### src/i2cm_pkg.sv
// Shared types, constants and helpers for the I2C master bit sequencer.
package i2cm_pkg;

    localparam int unsigned MAX_BURST_I = 255;
    localparam logic [7:0]  MAX_BURST   = 8'(MAX_BURST_I);
    localparam logic [7:0]  READ_BIT    = 8'h01;
    localparam int unsigned Q_DEPTH     = 2;
    localparam int unsigned Q_PTR_W     = $clog2(Q_DEPTH);
    localparam int unsigned Q_CNT_W     = $clog2(Q_DEPTH + 1);

    typedef enum logic [2:0] {
        CMD_NONE  = 3'd0,
        CMD_START = 3'd1,
        CMD_STOP  = 3'd2,
        CMD_WRITE = 3'd3,
        CMD_READ  = 3'd4,
        CMD_BURST = 3'd5
    } t_cmd;

    typedef enum logic [2:0] {
        BS_START,
        BS_DEV,
        BS_REG,
        BS_RESTART,
        BS_DEV_RD,
        BS_READ,
        BS_STOP
    } t_stage;

    typedef struct packed {
        t_cmd       cmd;
        logic [7:0] tx_byte;
        logic       send_nack;
        logic [7:0] dev_addr;
        logic [7:0] reg_addr;
        logic [7:0] count;
        logic       sda_in;
    } t_beat;

    typedef struct packed {
        logic       scl_level;
        logic       sda_level;
        logic       busy_res;
        logic       ack_valid;
        logic       ack_bit;
        logic       rx_valid;
        logic [7:0] rx_byte;
        logic       rx_last;
    } t_result;

    typedef struct packed {
        logic [2:0] q;
        logic [1:0] r;
    } t_div3;

    // Split a phase into bit slot and step within the slot: q = (p * 11) >> 5.
    function automatic t_div3 div3(input logic [4:0] p);
        logic [8:0] prod;
        logic [3:0] quo;
        logic [4:0] rem;
        t_div3      res;
        prod  = {4'd0, p} * 9'd11;
        quo   = prod[8:5];
        rem   = p - 5'({quo, 1'b0} + {1'b0, quo});
        res.q = quo[2:0];
        res.r = rem[1:0];
        return res;
    endfunction

endpackage

### src/i2cm_in_if.sv
// Input channel: one bus phase tick per beat.
interface i2cm_in_if;
    logic       valid;
    logic       ready;
    logic [2:0] cmd;
    logic [7:0] tx_byte;
    logic       send_nack;
    logic [7:0] dev_addr;
    logic [7:0] reg_addr;
    logic [7:0] count;
    logic       sda_in;

    modport source (
        output valid, cmd, tx_byte, send_nack, dev_addr, reg_addr, count, sda_in,
        input  ready
    );
    modport sink (
        input  valid, cmd, tx_byte, send_nack, dev_addr, reg_addr, count, sda_in,
        output ready
    );
endinterface

### src/i2cm_out_if.sv
// Output channel: line levels and flags for one tick per beat.
interface i2cm_out_if;
    logic       valid;
    logic       ready;
    logic       scl_level;
    logic       sda_level;
    logic       busy_res;
    logic       ack_valid;
    logic       ack_bit;
    logic       rx_valid;
    logic [7:0] rx_byte;
    logic       rx_last;

    modport source (
        output valid, scl_level, sda_level, busy_res, ack_valid, ack_bit,
               rx_valid, rx_byte, rx_last,
        input  ready
    );
    modport sink (
        input  valid, scl_level, sda_level, busy_res, ack_valid, ack_bit,
               rx_valid, rx_byte, rx_last,
        output ready
    );
endinterface

### src/i2cm_front.sv
// Front end: classify incoming tick beats and hold them in a short queue.
module i2cm_front (
    input  logic              i_clk,
    input  logic              i_rst_n,
    i2cm_in_if.sink           i_in,
    output logic              o_q_valid,
    output i2cm_pkg::t_beat   o_q_beat,
    input  logic              i_q_ready
);
    import i2cm_pkg::*;

    t_beat                r_q [Q_DEPTH];
    logic [Q_PTR_W-1:0]   r_wr_ptr;
    logic [Q_PTR_W-1:0]   r_rd_ptr;
    logic [Q_CNT_W-1:0]   r_cnt;
    t_beat                n_beat;
    logic                 push;
    logic                 pop;

    always_comb begin
        n_beat.cmd = CMD_NONE;
        if (i_in.cmd >= CMD_START && i_in.cmd <= CMD_BURST) begin
            n_beat.cmd = t_cmd'(i_in.cmd);
        end
        n_beat.tx_byte   = i_in.tx_byte;
        n_beat.send_nack = i_in.send_nack;
        n_beat.dev_addr  = i_in.dev_addr;
        n_beat.reg_addr  = i_in.reg_addr;
        n_beat.count     = (i_in.count > MAX_BURST) ? MAX_BURST : i_in.count;
        n_beat.sda_in    = i_in.sda_in;
    end

    assign i_in.ready = (r_cnt != Q_CNT_W'(Q_DEPTH));
    assign o_q_valid  = (r_cnt != '0);
    assign o_q_beat   = r_q[r_rd_ptr];
    assign push       = i_in.valid && i_in.ready;
    assign pop        = o_q_valid && i_q_ready;

    always_ff @(posedge i_clk) begin
        if (push) begin
            r_q[r_wr_ptr] <= n_beat;
        end
    end

    always_ff @(posedge i_clk) begin
        if (!i_rst_n) begin
            r_wr_ptr <= '0;
            r_rd_ptr <= '0;
            r_cnt    <= '0;
        end else begin
            if (push) begin
                r_wr_ptr <= r_wr_ptr + 1'b1;
            end
            if (pop) begin
                r_rd_ptr <= r_rd_ptr + 1'b1;
            end
            case ({push, pop})
                2'b10:   r_cnt <= r_cnt + 1'b1;
                2'b01:   r_cnt <= r_cnt - 1'b1;
                default: r_cnt <= r_cnt;
            endcase
        end
    end

endmodule

### src/i2cm_seq.sv
// Back end: bus sequencer that performs one line operation per tick beat.
module i2cm_seq (
    input  logic              i_clk,
    input  logic              i_rst_n,
    input  logic              i_q_valid,
    input  i2cm_pkg::t_beat   i_q_beat,
    output logic              o_q_ready,
    i2cm_out_if.source        o_out
);
    import i2cm_pkg::*;

    t_cmd       r_active, n_active;
    t_stage     r_stage, n_stage;
    logic [4:0] r_phase, n_phase;
    logic [7:0] r_shift, n_shift;
    logic [7:0] r_left, n_left;
    logic [7:0] r_dev, n_dev;
    logic [7:0] r_reg, n_reg;
    logic       r_nack, n_nack;
    logic       r_scl, n_scl;
    logic       r_sda, n_sda;
    logic       r_out_valid;
    t_result    r_out;
    t_result    res;
    t_cmd       kind;
    t_div3      wd;
    t_div3      rd;
    logic       done;
    logic       take;

    assign take      = i_q_valid && (!r_out_valid || o_out.ready);
    assign o_q_ready = !r_out_valid || o_out.ready;

    always_comb begin
        n_active = r_active;
        n_stage  = r_stage;
        n_phase  = r_phase;
        n_shift  = r_shift;
        n_left   = r_left;
        n_dev    = r_dev;
        n_reg    = r_reg;
        n_nack   = r_nack;
        n_scl    = r_scl;
        n_sda    = r_sda;
        res      = '0;
        kind     = CMD_NONE;
        done     = 1'b0;
        wd       = div3(r_phase);
        rd       = div3(r_phase - 5'd1);

        if (take) begin
            // load a new command only while idle
            if (r_active == CMD_NONE && i_q_beat.cmd != CMD_NONE) begin
                n_active = i_q_beat.cmd;
                n_phase  = '0;
                unique case (i_q_beat.cmd)
                    CMD_WRITE: n_shift = i_q_beat.tx_byte;
                    CMD_READ: begin
                        n_shift = '0;
                        n_nack  = i_q_beat.send_nack;
                    end
                    CMD_BURST: begin
                        n_dev   = i_q_beat.dev_addr;
                        n_reg   = i_q_beat.reg_addr;
                        n_left  = i_q_beat.count;
                        n_stage = BS_START;
                    end
                    default: ;
                endcase
            end

            wd = div3(n_phase);
            rd = div3(n_phase - 5'd1);

            if (n_active != CMD_NONE) begin
                res.busy_res = 1'b1;
                if (n_active == CMD_BURST) begin
                    unique case (n_stage)
                        BS_START, BS_RESTART:        kind = CMD_START;
                        BS_DEV, BS_REG, BS_DEV_RD:   kind = CMD_WRITE;
                        BS_READ:                     kind = CMD_READ;
                        default:                     kind = CMD_STOP;
                    endcase
                end else begin
                    kind = n_active;
                end

                unique case (kind)
                    CMD_START: begin
                        unique case (n_phase)
                            5'd0:    n_sda = 1'b1;
                            5'd1:    n_scl = 1'b1;
                            5'd2:    n_sda = 1'b0;
                            default: n_scl = 1'b0;
                        endcase
                        done = (n_phase >= 5'd3);
                    end
                    CMD_STOP: begin
                        unique case (n_phase)
                            5'd0:    n_sda = 1'b0;
                            5'd1:    n_scl = 1'b1;
                            default: n_sda = 1'b1;
                        endcase
                        done = (n_phase >= 5'd2);
                    end
                    CMD_WRITE: begin
                        if (n_phase < 5'd24) begin
                            unique case (wd.r)
                                2'd0:    n_sda = n_shift[3'd7 - wd.q];
                                2'd1:    n_scl = 1'b1;
                                default: n_scl = 1'b0;
                            endcase
                        end else begin
                            unique case (n_phase)
                                5'd24:   n_sda = 1'b1;
                                5'd25:   n_scl = 1'b1;
                                5'd26: begin
                                    res.ack_valid = 1'b1;
                                    res.ack_bit   = i_q_beat.sda_in;
                                end
                                default: n_scl = 1'b0;
                            endcase
                            done = (n_phase >= 5'd27);
                        end
                    end
                    default: begin
                        if (n_phase == 5'd0) begin
                            n_sda = 1'b1;
                        end else if (n_phase <= 5'd24) begin
                            unique case (rd.r)
                                2'd0:    n_scl = 1'b1;
                                2'd1: begin
                                    if (i_q_beat.sda_in) begin
                                        n_shift[3'd7 - rd.q] = 1'b1;
                                    end
                                    if (rd.q == 3'd7) begin
                                        res.rx_valid = 1'b1;
                                        res.rx_byte  = n_shift;
                                        res.rx_last  = (n_active == CMD_BURST) ?
                                                       (n_left == 8'd1) : 1'b1;
                                    end
                                end
                                default: n_scl = 1'b0;
                            endcase
                        end else begin
                            unique case (n_phase)
                                5'd25:   n_sda = n_nack;
                                5'd26:   n_scl = 1'b1;
                                default: n_scl = 1'b0;
                            endcase
                            done = (n_phase >= 5'd27);
                        end
                    end
                endcase

                if (!done) begin
                    n_phase = n_phase + 5'd1;
                end else begin
                    n_phase = '0;
                    if (n_active != CMD_BURST) begin
                        n_active = CMD_NONE;
                    end else begin
                        unique case (n_stage)
                            BS_START: begin
                                n_stage = BS_DEV;
                                n_shift = n_dev;
                            end
                            BS_DEV: begin
                                n_stage = BS_REG;
                                n_shift = n_reg;
                            end
                            BS_REG: n_stage = BS_RESTART;
                            BS_RESTART: begin
                                n_stage = BS_DEV_RD;
                                n_shift = n_dev | READ_BIT;
                            end
                            BS_DEV_RD: begin
                                if (n_left != '0) begin
                                    n_stage = BS_READ;
                                    n_shift = '0;
                                    n_nack  = (n_left == 8'd1);
                                end else begin
                                    n_stage = BS_STOP;
                                end
                            end
                            BS_READ: begin
                                if (n_left != '0) begin
                                    n_left = n_left - 8'd1;
                                end
                                if (n_left != '0) begin
                                    n_shift = '0;
                                    n_nack  = (n_left == 8'd1);
                                end else begin
                                    n_stage = BS_STOP;
                                end
                            end
                            default: begin
                                n_stage  = BS_START;
                                n_active = CMD_NONE;
                            end
                        endcase
                    end
                end
            end

            res.scl_level = n_scl;
            res.sda_level = n_sda;
        end
    end

    always_ff @(posedge i_clk) begin
        if (!i_rst_n) begin
            r_active    <= CMD_NONE;
            r_stage     <= BS_START;
            r_phase     <= '0;
            r_shift     <= '0;
            r_left      <= '0;
            r_dev       <= '0;
            r_reg       <= '0;
            r_nack      <= 1'b0;
            r_scl       <= 1'b1;
            r_sda       <= 1'b1;
            r_out_valid <= 1'b0;
        end else begin
            r_active <= n_active;
            r_stage  <= n_stage;
            r_phase  <= n_phase;
            r_shift  <= n_shift;
            r_left   <= n_left;
            r_dev    <= n_dev;
            r_reg    <= n_reg;
            r_nack   <= n_nack;
            r_scl    <= n_scl;
            r_sda    <= n_sda;
            if (take) begin
                r_out_valid <= 1'b1;
            end else if (o_out.ready) begin
                r_out_valid <= 1'b0;
            end
        end
    end

    always_ff @(posedge i_clk) begin
        if (take) begin
            r_out <= res;
        end
    end

    assign o_out.valid     = r_out_valid;
    assign o_out.scl_level = r_out.scl_level;
    assign o_out.sda_level = r_out.sda_level;
    assign o_out.busy_res  = r_out.busy_res;
    assign o_out.ack_valid = r_out.ack_valid;
    assign o_out.ack_bit   = r_out.ack_bit;
    assign o_out.rx_valid  = r_out.rx_valid;
    assign o_out.rx_byte   = r_out.rx_byte;
    assign o_out.rx_last   = r_out.rx_last;

endmodule

### src/i2c_master_bit_sequencer_top.sv
// Top level of the I2C master bit sequencer: front queue, sequencer and checks.
// Each input beat is one bus phase tick and yields exactly one output beat
// with the SCL/SDA drive levels after that tick, busy, any sampled ack and any
// received byte. One beat is taken every clock while the output accepts;
// each result passes through the two-entry front queue and then the
// sequencer's output register, and the single-step sequencer update per
// tick sets that rate. Commands are obeyed only while no sequence is
// running; a burst read saturates its count at MAX_BURST.
module i2c_master_bit_sequencer_top (
    input  logic        i_clk,
    input  logic        i_rst_n,
    i2cm_in_if.sink     i_in,
    i2cm_out_if.source  o_out
);
    import i2cm_pkg::*;

    logic  q_valid;
    logic  q_ready;
    t_beat q_beat;

    i2cm_front u_front (
        .i_clk     (i_clk),
        .i_rst_n   (i_rst_n),
        .i_in      (i_in),
        .o_q_valid (q_valid),
        .o_q_beat  (q_beat),
        .i_q_ready (q_ready)
    );

    i2cm_seq u_seq (
        .i_clk     (i_clk),
        .i_rst_n   (i_rst_n),
        .i_q_valid (q_valid),
        .i_q_beat  (q_beat),
        .o_q_ready (q_ready),
        .o_out     (o_out)
    );

    a_ack_rx_excl: assert property (@(posedge i_clk) disable iff (!i_rst_n)
        o_out.valid |-> !(o_out.ack_valid && o_out.rx_valid))
        else $error("ack and received byte in one beat");

    a_idle_quiet: assert property (@(posedge i_clk) disable iff (!i_rst_n)
        (o_out.valid && !o_out.busy_res) |-> (!o_out.ack_valid && !o_out.rx_valid))
        else $error("flag raised on idle tick");

    a_rx_clear: assert property (@(posedge i_clk) disable iff (!i_rst_n)
        (o_out.valid && !o_out.rx_valid) |-> (o_out.rx_byte == 8'd0 && !o_out.rx_last))
        else $error("received byte fields set without a byte");

    a_queue_moves: assert property (@(posedge i_clk) disable iff (!i_rst_n)
        (q_valid && q_ready) |=> o_out.valid)
        else $error("queued beat lost before output");

endmodule
### src/flat_wrapper.sv
// flat-port wrapper written by rule: the top's interface ports become plain ports
module i2c_master_bit_sequencer_top_flat import i2cm_pkg::*;
  (i_clk, i_rst_n, i_in_valid, i_in_cmd, i_in_tx_byte, i_in_send_nack, i_in_dev_addr, i_in_reg_addr, i_in_count, i_in_sda_in, i_in_ready, o_out_valid, o_out_scl_level, o_out_sda_level, o_out_busy_res, o_out_ack_valid, o_out_ack_bit, o_out_rx_valid, o_out_rx_byte, o_out_rx_last, o_out_ready);
  i2cm_in_if i_in_i ();
  i2cm_out_if o_out_i ();
  input  logic i_clk;
  input  logic i_rst_n;
  input wire logic [$bits(i_in_i.valid)-1:0] i_in_valid;
  input wire logic [$bits(i_in_i.cmd)-1:0] i_in_cmd;
  input wire logic [$bits(i_in_i.tx_byte)-1:0] i_in_tx_byte;
  input wire logic [$bits(i_in_i.send_nack)-1:0] i_in_send_nack;
  input wire logic [$bits(i_in_i.dev_addr)-1:0] i_in_dev_addr;
  input wire logic [$bits(i_in_i.reg_addr)-1:0] i_in_reg_addr;
  input wire logic [$bits(i_in_i.count)-1:0] i_in_count;
  input wire logic [$bits(i_in_i.sda_in)-1:0] i_in_sda_in;
  output wire logic [$bits(i_in_i.ready)-1:0] i_in_ready;
  output wire logic [$bits(o_out_i.valid)-1:0] o_out_valid;
  output wire logic [$bits(o_out_i.scl_level)-1:0] o_out_scl_level;
  output wire logic [$bits(o_out_i.sda_level)-1:0] o_out_sda_level;
  output wire logic [$bits(o_out_i.busy_res)-1:0] o_out_busy_res;
  output wire logic [$bits(o_out_i.ack_valid)-1:0] o_out_ack_valid;
  output wire logic [$bits(o_out_i.ack_bit)-1:0] o_out_ack_bit;
  output wire logic [$bits(o_out_i.rx_valid)-1:0] o_out_rx_valid;
  output wire logic [$bits(o_out_i.rx_byte)-1:0] o_out_rx_byte;
  output wire logic [$bits(o_out_i.rx_last)-1:0] o_out_rx_last;
  input wire logic [$bits(o_out_i.ready)-1:0] o_out_ready;
  assign i_in_i.valid = i_in_valid;
  assign i_in_i.cmd = i_in_cmd;
  assign i_in_i.tx_byte = i_in_tx_byte;
  assign i_in_i.send_nack = i_in_send_nack;
  assign i_in_i.dev_addr = i_in_dev_addr;
  assign i_in_i.reg_addr = i_in_reg_addr;
  assign i_in_i.count = i_in_count;
  assign i_in_i.sda_in = i_in_sda_in;
  assign i_in_ready = i_in_i.ready;
  assign o_out_valid = o_out_i.valid;
  assign o_out_scl_level = o_out_i.scl_level;
  assign o_out_sda_level = o_out_i.sda_level;
  assign o_out_busy_res = o_out_i.busy_res;
  assign o_out_ack_valid = o_out_i.ack_valid;
  assign o_out_ack_bit = o_out_i.ack_bit;
  assign o_out_rx_valid = o_out_i.rx_valid;
  assign o_out_rx_byte = o_out_i.rx_byte;
  assign o_out_rx_last = o_out_i.rx_last;
  assign o_out_i.ready = o_out_ready;
  i2c_master_bit_sequencer_top u_core (.i_clk(i_clk), .i_rst_n(i_rst_n), .i_in(i_in_i), .o_out(o_out_i));
endmodule
### config.mk
export PLATFORM = sky130hd
export DESIGN_NAME = i2c_master_bit_sequencer_top_flat
export DESIGN_NICKNAME = d
export VERILOG_FILES = /design/src/i2cm_pkg.sv /design/src/i2cm_in_if.sv /design/src/i2cm_out_if.sv /design/src/i2cm_front.sv /design/src/i2cm_seq.sv /design/src/i2c_master_bit_sequencer_top.sv /design/src/flat_wrapper.sv
export SDC_FILE = /design/constraint.sdc
export NUM_CORES = 1
export LEC_CHECK = 0
export BUFFER_PORTS_ARGS = -buffer_cell sky130_fd_sc_hd__buf_2
export CAP_MARGIN = 25
export CORE_MARGIN = 5
export CORE_UTILIZATION = 45
export CTS_CLUSTER_DIAMETER = 40
export DETAILED_ROUTE_END_ITERATION = 8
export HOLD_SLACK_MARGIN = 0.15
export RECOVER_POWER = 25
export SLEW_MARGIN = 25
export SYNTH_ARGS = -nofsm -noshare
export SYNTH_HDL_FRONTEND = slang
export SYNTH_HIERARCHICAL = 1
export SYNTH_SLANG_ARGS = --single-unit
### constraint.sdc
create_clock -name i_clk -period 13.1 [get_ports i_clk]
set_input_delay 1.965 -clock i_clk [delete_from_list [all_inputs] [get_ports i_clk]]
set_output_delay 1.965 -clock i_clk [all_outputs]
set_load 0.02 [all_outputs]
After elaboration in Yosys (flattened, before gate mapping):

Memory sizes are Yosys's and may differ from the RTL's. A register that Yosys moved wholly into a read port is not among the register bits.
Cells that the tools add are included.

* flip-flop bits (word level): 66
* bits in writable memories: 74
* bits of input ports: 41
* output and inout bits: 17
* word-level logic and storage cells: 223
* memories: 1

* add/subtract/negate cells: 13
* $mul: 2
* order comparisons: 11
* equal/unequal tests: 26
* multiplexer cells: 112
* bitwise gates (word level): 7
* reduce and logical (&&, ||, !) cells: 29

Memory list
* u_core.u_front.r_q: words 2, width 37, read ports 1, clocked after Yosys merged registers in 1, write ports 1, line i2cm_front.sv:12 `t_beat r_q [Q_DEPTH];`

Operators by type and width (count)
* 8-bit two-way mux: 30
* 3-bit two-way mux: 17
* 10-bit two-way mux: 5
* 8-bit case mux with 5 select lines: 1
* 1-bit two-way mux: 33
* 5-bit two-way mux: 4
* 3-bit equality test, second input constant: 6
* 3-bit case mux with 6 select lines: 1
* 8-bit by 1-bit equality test with 1-bit output, second input constant: 2
* 5-bit by 4-bit multiplier with 8-bit output, second input constant: 2
* 1-bit case mux with 2 select lines: 8
* 8-bit case mux with 2 select lines: 1
* 8-bit nonzero test: 2
* 3-bit by 2-bit equality test with 1-bit output, second input constant: 5
* 5-bit equality test, second input constant: 3
* 13-bit two-way mux: 1
* 5-bit by 2-bit >= comparator with 1-bit output, second input constant: 2
* 1-bit case mux with 3 select lines: 3
* 3-bit case mux with 3 select lines: 1
* 3-bit OR reduction: 3
* 8-bit > comparator, second input constant: 1
* 3-bit by 4-bit less-than comparator with 1-bit output, second input constant: 2
* 2-bit two-way mux: 4
* 8-bit bitwise OR: 1
* other kinds (38): 62

Logic depth before layout (Yosys ltp):

Gate-level depths: netlist of run 1.

* depth in word-level cells: 23
* gate-level depth with buffers: 27
* depth with buffers taken out: 25

By module:

Netlist of run 1, hierarchy kept.

By module, submodules not included
* i2cm_seq: instances 1, cells an instance 648, area an instance 5163.7 um^2, sequential area each 1391.3 um^2
* i2cm_front: instances 1, cells an instance 142, area an instance 2914.0 um^2, sequential area each 2322.2 um^2

Worst setup path after synthesis of run 1:

OpenSTA, ideal clock, no wires.

* path type: reg-to-reg
* start point: register with a tool-made name
* end point: register u_core.u_seq.r_out (netlist bit u_core/u_seq/o_out.rx_last) (data pin)
* library setup time: 0.153 ns
* data arrival time: 5.909 ns
* required time: 12.947 ns
* path slack: 7.038 ns
* stages on the path, launching flop included: 27
* buffers on the path: 2
* clock period less this slack: 6.062 ns
* cell sequence: dfxtp_1 -> buf_2 -> buf_2 -> mux2_2 -> or3_1 -> nand2_1 -> nand2_1 -> ha_1 -> a211oi_1 -> xnor2_1 -> ha_1 -> inv_1 -> fa_1 -> inv_1 -> ha_1 -> a21oi_1 -> nor2b_1 -> nor2_1 -> xnor2_1 -> ha_1 -> xnor2_1 -> xnor2_1 -> o21ai_0 -> or3_1 -> nor3_2 -> nand3_1 -> a21oi_1

RTL lines
* end signal: assignment: line i2cm_seq.sv:245 `r_out <= res;`
* end: declaration: line i2cm_seq.sv:23 `t_result r_out;`

Worst setup path in the final report of run 1:

* start point: register u_core.u_seq.r_active[2]
* end point: register u_core.u_seq.r_out (netlist bit u_core/u_seq/o_out.rx_last) (data pin)

* cells in the longest elaborated chain, start to end: 12
* elaborated cells on any way between the ends: 42
* classes of those cells: add/sub: 3; mul: 1; order compare: 1; eq/ne: 12; mux: 13; bitwise: 4; reduce/logical: 8

Ends and longest elaborated chain
* start: declaration: line i2cm_seq.sv:12 `t_cmd r_active, n_active;`
* start signal: assignment: line i2cm_seq.sv:225 `r_active <= n_active;`
* branches (longest 12 deep; another with 5-bit by 4-bit multiplier with 8-bit output)

Several ways; the timed one is not identified. The select of a mux whose other input is x is not followed.
A chain may end at the register's enable or synchronous reset.

==> results of run 1 <==
[cell usage in the layout, fill, tap and decap left out, types with 6 or more instances in the layout]
| cell type | n |
|---|---|
| edfxtp_1 | 89 |
| nand4_1 | 6 |
| mux2i_1 | 16 |
| a31oi_1 | 10 |
| o21ai_0 | 55 |
| and3_1 | 12 |
| nor2b_1 | 10 |
| a221o_1 | 8 |
| nor3_1 | 15 |
| a21oi_1 | 36 |
| clkbuf_1 | 13 |
| ha_1 | 34 |
| buf_4 | 9 |
| xnor2_1 | 17 |
| nor2_1 | 41 |
| mux2_2 | 47 |
| a22oi_1 | 7 |
| nor3b_1 | 6 |
| nand3_1 | 17 |
| nand2b_1 | 14 |
| clkbuf_16 | 17 |
| nand2_1 | 83 |
| o211ai_1 | 6 |
| buf_2 | 45 |
| a21boi_0 | 26 |
| or3_1 | 7 |
| a22o_1 | 8 |
| dfxtp_1 | 52 |
| and2_1 | 7 |
| inv_1 | 29 |
[worst max-delay path, cell delays in order, from the launching register on]
cell and delay (ns):
dfxtp_1 0.44, or3_1 0.51, o21ai_0 0.78, inv_1 0.27
a211oi_1 0.35, xnor2_1 0.17, ha_1 0.31, inv_1 0.05
fa_1 0.51, inv_1 0.04, ha_1 0.28, a21oi_1 0.39
nor2b_1 0.13, nor2_1 0.14, xnor2_1 0.13, ha_1 0.26
xnor2_1 0.17, xnor2_1 0.16, o21ai_0 0.14, or3_1 0.34
nor3_2 0.48, nand3_1 0.42, a21oi_1 0.27
[per-layer routing]
layer	part of all wire, %	vias up	GRT usage (%)
met4	2.2	0	7.19
met1	44	3075	27.5
li1	-	3040	-
met5	0	-	0
met3	5.4	34	3.41
met2	49	223	34.1
[cells by family (layout without fill, tap and decap cells)]
| logic type | Yosys count | after routing | share of synthesized area (%) |
|---|---|---|---|
| adders and majority gates | 36 | 36 | 5.76 |
| buffers and inverters | 69 | 128 | 3.55 |
| muxes | 64 | 64 | 8.81 |
| DFF | 141 | 141 | 46.0 |
| AOI/OAI and AO/OA | 214 | 214 | 18.1 |
| xor gates and xnor gates | 24 | 24 | 2.77 |
| and+or+nand+nor | 242 | 242 | 15.0 |
[cell type report]
cell class / instances / area share, %
multi-input combinational: 580 / 44.8
sequential: 141 / 40.7
clock buffer: 18 / 4.70
timing repair buffer: 66 / 3.70
tap: 229 / 3.14
clock inverter: 14 / 1.75
inverter: 30 / 1.23
[Yosys cell counts (8+ instances only)]
cell      count  area share, %
nor2_1       43            2.0
o21ai_0      55            3.4
nand2_1      83            3.9
ha_1         34            5.3
dfxtp_1      52             13
a21oi_1      36            2.2
clkbuf_1     26            1.2
mux2i_1      16            2.0
and3_1       13            1.0
edfxtp_1     89             33
xnor2_1      18            2.0
a221o_1       8           0.99
a21boi_0     26            2.4
mux2_2       47            6.6
nand3_1      17            1.1
nand2b_1     14            1.1
inv_1        29            1.3
a22o_1        8           0.87
nor3_1       15           0.93
nor2b_1      10           0.77
buf_2        10           0.62
a31oi_1      10           0.77
[metrics by stage]
stage	std cells	util, %	total power, mW	hold WS (ns)
3_3_place_gp	1046	47.9	1.92	0.453
3_5_place_dp	1046	47.9	1.96	0.463
2_1_floorplan	790	-	1.64	0.440
4_1_cts	1078	51.2	2.45	0.471
5_1_grt	1078	51.2	2.64	0.506
6_report	1078	51.2	2.47	0.470
[power by group through the flow]
stage / logic [mW] / clock network [mW] / registers, mW
finish: 1.36 / 0.482 / 0.624
global route: 1.50 / 0.512 / 0.632
CTS: 1.34 / 0.492 / 0.623
detailed placement: 1.33 / 0 / 0.631
global placement: 1.30 / 0 / 0.627
floorplan: 1.00 / 0 / 0.634
[worst paths after layout]
kind	from	cells after the start	to	slack (ns)
setup / recovery	u_core/u_seq/r_active[2]	22	u_core/u_seq/o_out.rx_last	6.18
hold reg to reg	u_core/u_seq/r_dev[2]	2	u_core/u_seq/r_dev[2]	0.47
setup reg to reg	u_core/u_seq/r_active[2]	22	u_core/u_seq/o_out.rx_last	6.18
hold / removal	u_core/u_seq/r_dev[2]	2	u_core/u_seq/r_dev[2]	0.47
==> impl_metrics.env, run 1 <==
export IMPL_status="finished, final reports clean"
export IMPL_nFillCells=1635
export IMPL_place_gp_congestion=0.947
export IMPL_fin_area_um2=9130
export IMPL_cts_resized=0
export IMPL_path_class="reg -> reg"
export IMPL_avgSynthCellArea_um2=10.2
export IMPL_hold_viol=0
export IMPL_viasPerCell=5.91
export IMPL_cts_clk_slew_worst_paths_ns=0.06
export IMPL_seq_area_um2=3710
export IMPL_arrival_ns=7.18
export IMPL_cts_root_buffer="clkbuf_16"
export IMPL_cp_end_kind="register"
export IMPL_finClkSkew_ns=0.00569
export IMPL_pre_cts_slack_ns=6.34
export IMPL_grt_antenna_before_repair=0
export IMPL_vias=6372
export IMPL_die_area_um2=20700
export IMPL_drt_iter0_drc=543
export IMPL_synth_edf_count=89
export IMPL_ys_types=75
export IMPL_peakVddDrop_v=0.000311
export IMPL_crit_required_ns=13.35
export IMPL_antenna_cells=0
export IMPL_ant_nets=0
export IMPL_clockBufferDepth=2
export IMPL_clkPwrFrac_pct=19.5
export IMPL_syn_nets=867
export IMPL_relSlewSlack_pct=29.9
export IMPL_ctsHtreeMaxLevel=4
export IMPL_min_period_ns=6.92
export IMPL_first_pass_iters=5
export IMPL_combPwrFrac_pct=55.2
export IMPL_coreArea_um2=17800
export IMPL_startpoint_type="register"
export IMPL_registers_top_by_ff_count="u_core/u_front/r_q"
export IMPL_clkSinkCount=141
export IMPL_cts_tree="built"
export IMPL_fmax_mhz=144
export IMPL_async_flop_share_pct=0
export IMPL_hold_path_class="reg -> reg"
export IMPL_floorplan_initialDensity_pct=45.3
export IMPL_cts_hold_buf=0
export IMPL_rsz0062_at_grt="no"
export IMPL_post_dp_hpwl_um=14600
export IMPL_io_buffers=57
export IMPL_ys_ff_latch=141
export IMPL_clkLatencyLatePin_ns=0.42
export IMPL_grt_usage_pct=20.6
export IMPL_p_leak_nw=3.37
export IMPL_overflow=0
export IMPL_postCtsSetupBuffers=0
export IMPL_numCtsBuffers=17
export IMPL_placed_cell_area_um2=8550
export IMPL_maxCapViolCount=0
export IMPL_pwr_share_seq_pct=25.3
export IMPL_routedWlPerCell_um=19.5
export IMPL_critPathMaxFanout=12
export IMPL_tightest_slew_ns=1.05
export IMPL_nets=913
export IMPL_p_switching_mw=1.09
export IMPL_power_density_nw_per_um2=271
export IMPL_setup_viol=0
export IMPL_largest_reg_flops=74
export IMPL_syn_inst=790
export IMPL_grt_pass1_wl_um=33600
export IMPL_die_y_um=144
export IMPL_drive_gt1_share_pct=18.0
export IMPL_multi_input_area_um2=4090
export IMPL_intPower_mw=1.38
export IMPL_fin_crit_sh_pct=52.8
export IMPL_areaGrowthSynthToFinish_pct=13.0
export IMPL_synthFlopType="edfxtp_1"
export IMPL_grt_pass1_vias=6324
export IMPL_placementRows=49
export IMPL_tns_ns=0
export IMPL_grt_max_degree=57
export IMPL_yosysWarnings=6
export IMPL_die_x_um=144
export IMPL_setup_slack_ns=6.18
export IMPL_synthesis_area_um2=8080
export IMPL_yosysSeqAreaShare_pct=46.0
export IMPL_maxSlewViolCount=0
export IMPL_routed_wl_um=21000
export IMPL_swShare_pct=44.0
export IMPL_drc_errors=0
export IMPL_io_pins=58
(Power assumes the default switching activity.)
==> inputs of run 2 (changes only) <==
clock period = 6.3 ns   (was 13.1 ns; I/O delays follow)
==> run 2 against run 1 <==
  * Core utilization is 0.36 points higher
  * Critical endpoint is now u_core/u_seq/r_shift[7]
  * Via count is 0.44% lower
  * Setup slack worse by 5.7 ns
  * First-iteration DRC count is 8.7% lower
  * Register-to-register slack worse by 5.7 ns
  * Critical path depth is 5 higher
  * Non-clock buffer count is 9 higher
  * Die area stayed put
  * Power is 110% higher
==> impl_metrics.env, run 2 (same netlist as run 1, synthesis figures left out) <==
export IMPL_status="finished, final reports clean"
export IMPL_antenna_cells=0
export IMPL_reg2reg_depth=27
export IMPL_floorplan_initialDensity_pct=45.3
export IMPL_worst_path_max_delay_cell="fa_1"
export IMPL_tns_ns=0
export IMPL_p_leak_nw=3.42
export IMPL_stdcell_count=1087
export IMPL_first_pass_iters=5
export IMPL_path_buf_inv=4
export IMPL_finClkSkew_ns=0.00979
export IMPL_relSlewSlack_pct=32.9
export IMPL_fin_area_um2=9200
export IMPL_numCtsBuffers=17
export IMPL_clkLatencyLatePin_ns=0.42
export IMPL_cts_tree="built"
export IMPL_place_gp_congestion=0.912
export IMPL_crit_required_ns=6.67
export IMPL_arrival_ns=6.21
export IMPL_mostFrequentLayoutCells="edfxtp_1, nand2_1, o21ai_0"
export IMPL_coreArea_um2=17800
export IMPL_cts_hold_buf=0
export IMPL_die_y_um=144
export IMPL_path_class="reg -> reg"
export IMPL_peakVddDrop_v=0.000770
export IMPL_registers_top_by_ff_count="u_core/u_front/r_q"
export IMPL_cts_root_buffer="clkbuf_16"
export IMPL_critPathMaxFanout=8
export IMPL_drt_iter0_drc=496
export IMPL_tightest_slew_ns=1.01
export IMPL_hold_viol=0
export IMPL_whs_ns=0.471
export IMPL_io_pins=58
export IMPL_routed_wl_um=20700
export IMPL_grt_pass1_vias=6330
export IMPL_power_density_nw_per_um2=561
export IMPL_final_util_pct=51.5
export IMPL_final_common_cell="edfxtp_1"
export IMPL_ant_nets=0
export IMPL_io_buffers=57
export IMPL_grt_max_degree=57
export IMPL_post_dp_hpwl_um=14800
export IMPL_placementRows=49
export IMPL_ctsHtreeMaxLevel=4
export IMPL_critPathTopFamily="adder cells"
export IMPL_routedWlPerCell_um=19.0
export IMPL_nFillCells=1624
export IMPL_startpoint_type="register"
export IMPL_placed_cell_area_um2=8600
export IMPL_fin_crit_sh_pct=92.8
export IMPL_grt_usage_pct=20.6
export IMPL_cp_end_kind="register"
export IMPL_hold_path_class="reg -> reg"
export IMPL_grt_antenna_before_repair=0
export IMPL_drive_gt1_share_pct=20.3
export IMPL_grt_pass1_wl_um=33400
export IMPL_nets=922
export IMPL_die_x_um=144
export IMPL_maxSlewViolCount=0
export IMPL_crit_cells=27
export IMPL_largest_reg_flops=74
export IMPL_fmax_mhz=171
export IMPL_die_area_um2=20700
export IMPL_reg2reg_slack_ns=0.46
export IMPL_rsz0062_at_grt="no"
export IMPL_setup_viol=0
export IMPL_vias=6344
export IMPL_viasPerCell=5.84
export IMPL_drc_errors=0
export IMPL_crit_end="u_core/u_seq/r_shift[7]"
export IMPL_clkSinkCount=141
export IMPL_r2r_end="u_core/u_seq/r_shift[7]"
export IMPL_critical_path_max_stage_delay_ns=0.51
export IMPL_overflow=0
export IMPL_areaGrowthSynthToFinish_pct=13.8
export IMPL_clockBufferDepth=2
export IMPL_min_period_ns=5.84
export IMPL_placed_cells=1053
export IMPL_cts_clk_slew_worst_paths_ns=0.06
export IMPL_maxCapViolCount=0
[run 2: changes by cell type in the layout (fill, tap and decap cells not counted), sizes merged]
cell	change
buf	+15
clkbuf	-5
bufinv	-2
clkinvlp	+1
[run 2: what timing repair did]
action,4_1_cts,5_1_grt
endpoints found under the setup margin,0,14
setup buffers,0,1
resized for setup,0,7
[run 2: through the flow]
step | total power, mW | setup slack (ns)
2_1_floorplan | 3.41 | 0.238
3_3_place_gp | 4.08 | 0.516
3_5_place_dp | 4.14 | 0.276
4_1_cts | 5.09 | 0.237
5_1_grt | 5.56 | 0.0327
6_report | 5.16 | 0.456
[run 2: layout make-up]
class,count,area [um2],share of cell area [%]
inverter,30,113,1.22
multi-input combinational,580,4120,44.8
clock inverter,13,108,1.17
clock buffer,19,443,4.82
timing repair buffer,75,413,4.49
sequential,141,3710,40.4
tap,229,287,3.12
[run 2: per-layer routing]
| metal | wire length (um) | global-route usage [%] |
|---|---|---|
| met3 | 962 | 3.34 |
| met5 | 0 | 0 |
| met4 | 633 | 8.47 |
| met2 | 9910 | 33.6 |
| met1 | 9150 | 27.5 |
[run 2: power breakdown]
group	total (mW)	leakage, nW	switching [mW]	internal [mW]
combinational	2.94	1.89	1.77	1.17
clock	0.930	0.269	0.407	0.523
sequential	1.30	1.26	0.109	1.19
[run 2: worst min-delay path by stage]
| stage | start | end | slack (ns) | cells past startpoint |
|---|---|---|---|---|
| 5_1_grt | u_core/u_seq/r_reg[0] | u_core/u_seq/r_reg[0] | 0.50 | 2 |
| 2_1_floorplan | u_core/u_seq/r_reg[0] | u_core/u_seq/r_reg[0] | 0.44 | 2 |
| 3_5_place_dp | u_core/u_seq/r_reg[3] | u_core/u_seq/r_reg[3] | 0.46 | 2 |
| 6_report | u_core/u_seq/r_dev[3] | u_core/u_seq/r_dev[3] | 0.47 | 2 |
| 4_1_cts | u_core/u_seq/r_dev[3] | u_core/u_seq/r_dev[3] | 0.47 | 2 |
| 3_3_place_gp | u_core/u_seq/r_dev[2] | u_core/u_seq/r_dev[2] | 0.45 | 2 |
[run 2: tightest hold or removal path, cell delays in order (launching register included)]
cell and delay, ns:
dfxtp_1 0.31, nand2_1 0.05, a21boi_0 0.06
==> inputs of run 3 (changes only) <==
ABC_CLOCK_PERIOD_IN_PS = 6300   (was unset)
CORE_UTILIZATION = 55   (was 45)
PLACE_DENSITY = 0.77   (was unset)
==> run 3 against run 2 <==
  * Via count up 2.6%
  * Critical path type unchanged
  * Cell area down 0.88%
  * Global-route usage up 1.7 points
  * Register-to-register slack improved by 0.04 ns
  * Die area shrank 17%
  * Final cell count decreased by 4.3%
==> impl_metrics.env, run 3 (same netlist as run 1, synthesis figures left out) <==
export IMPL_multi_input_area_um2=4100
export IMPL_io_pins=58
export IMPL_die_x_um=131
export IMPL_place_gp_congestion=0.913
export IMPL_viasPerCell=6.26
export IMPL_grt_max_degree=57
export IMPL_routed_wl_um=19500
export IMPL_fin_crit_sh_pct=92.2
export IMPL_tns_ns=0
export IMPL_overflow=0
export IMPL_coreArea_um2=14500
export IMPL_die_y_um=131
export IMPL_clkSinkCount=141
export IMPL_clkLatencyLatePin_ns=0.42
export IMPL_relSlewSlack_pct=30.9
export IMPL_numCtsBuffers=17
export IMPL_critPathMaxFanout=9
export IMPL_die_area_um2=17200
export IMPL_fmax_mhz=172
export IMPL_met2_length_um=9620
export IMPL_rsz0062_at_grt="no"
export IMPL_maxCapViolCount=0
export IMPL_min_period_ns=5.81
export IMPL_cts_clk_slew_worst_paths_ns=0.06
export IMPL_drt_iter0_drc=670
export IMPL_nFillCells=1158
export IMPL_peakVddDrop_v=0.000442
export IMPL_crit_required_ns=6.66
export IMPL_arrival_ns=6.17
export IMPL_first_pass_iters=5
export IMPL_cts_root_buffer="clkbuf_16"
export IMPL_routedWlPerCell_um=18.7
export IMPL_finClkSkew_ns=0.00634
export IMPL_areaGrowthSynthToFinish_pct=12.8
export IMPL_post_dp_hpwl_um=14000
export IMPL_vias=6510
export IMPL_registers_top_by_ff_count="u_core/u_front/r_q"
export IMPL_tightest_slew_ns=1.03
export IMPL_wl_met3_um=1350
export IMPL_grt_pass1_vias=6217
export IMPL_floorplan_initialDensity_pct=55.8
export IMPL_cts_hold_buf=0
export IMPL_maxSlewViolCount=0
export IMPL_grt_antenna_before_repair=1
export IMPL_cp_end_kind="register"
export IMPL_io_buffers=57
export IMPL_setup_viol=0
export IMPL_final_util_pct=63.0
export IMPL_power_density_nw_per_um2=563
export IMPL_ctsHtreeMaxLevel=4
export IMPL_cts_tree="built"
export IMPL_drc_errors=0
export IMPL_drive_gt1_share_pct=19.2
export IMPL_hold_viol=0
export IMPL_met1_length_um=8130
export IMPL_antenna_cells=0
export IMPL_p_leak_nw=3.39
export IMPL_hp_start="u_core/u_seq/r_dev[0]"
export IMPL_mostFrequentLayoutCells="edfxtp_1, nand2_1, o21ai_0"
export IMPL_grt_usage_pct=22.4
export IMPL_top_layer="met5"
export IMPL_final_common_cell="edfxtp_1"
export IMPL_seq_area_um2=3710
export IMPL_placementRows=44
export IMPL_hold_path_class="reg -> reg"
export IMPL_grt_pass1_wl_um=31600
export IMPL_largest_reg_flops=74
export IMPL_status="finished, final reports clean"
export IMPL_nets=920
export IMPL_path_class="reg -> reg"
export IMPL_clockBufferDepth=2
export IMPL_startpoint_type="register"
export IMPL_ant_nets=0
-- run 3: cell count changes in the layout (fill, tap and decap cells not counted), moves of 2 or more --
cell	change
inv_6	+2
o21ai_1	+4
buf_4	-2
clkbuf_1	+3
buf_2	-5
o21ai_0	-3
clkinv_4	-2
-- run 3: critical path, stage by stage (launching register included) --
cell and delay, ns:
dfxtp_2 0.36, mux2_2 0.40, or3_1 0.43, nand2_2 0.14, nand2_1 0.13, ha_1 0.26
a211oi_2 0.21, xnor2_1 0.14, ha_1 0.29, inv_1 0.05, fa_1 0.51, inv_1 0.05
ha_1 0.28, a21oi_1 0.14, buf_4 0.16, nor2b_1 0.06, nor2_1 0.12, xnor2_1 0.16
ha_1 0.28, xnor2_1 0.17, xnor2_1 0.15, o21ai_0 0.13, or3_1 0.37, nor3_2 0.11
buf_4 0.18, nand2_1 0.07, o21ai_1 0.22, a22o_1 0.16
-- run 3: routing by layer --
metal,track usage (%),up-vias
li1,-,3071
met1,28.8,3153
met2,36.2,252
met3,5.28,32
met4,9.53,2
met5,0,-
-- run 3: layout make-up --
class / instances / share of cell area (%)
clock buffers: 17 / 4.67
flip-flops and latches: 141 / 40.8
repair buffers: 73 / 4.30
clock inverters: 15 / 1.51
inverters: 30 / 1.24
well taps: 184 / 2.53
multi-input cells: 580 / 45.0
-- run 3: worst paths after layout --
| kind | to | slack (ns) | depth (start not counted) |
|---|---|---|---|
| setup / recovery | u_core/u_seq/r_shift[7] | 0.49 | 27 |
| hold / removal | u_core/u_seq/r_dev[0] | 0.47 | 2 |
| setup reg to reg | u_core/u_seq/r_shift[7] | 0.49 | 27 |
| hold reg to reg | u_core/u_seq/r_dev[0] | 0.47 | 2 |
-- run 3: per-stage QoR --
step,power [mW],worst slack (ns),instances,hold slack [ns],area (um2)
after floorplan,3.41,0.238,790,0.440,8080
after global placement,4.00,0.473,1006,0.453,8530
after detailed placement,4.10,0.209,1006,0.463,8530
after CTS,5.07,0.180,1038,0.471,9090
after global routing,5.56,0.00298,1040,0.495,9110
final,5.13,0.492,1040,0.468,9110
-- run 3: what timing repair did --
item	in CTS	in global routing
endpoints found under the setup margin	0	17
buffers inserted	0	2
resized for setup	0	8
-- run 3: report_power, final --
part | switching [mW] | internal, mW
combinational | 1.73 | 1.16
sequential | 0.108 | 1.19
clock | 0.398 | 0.549
total | 2.24 | 2.89
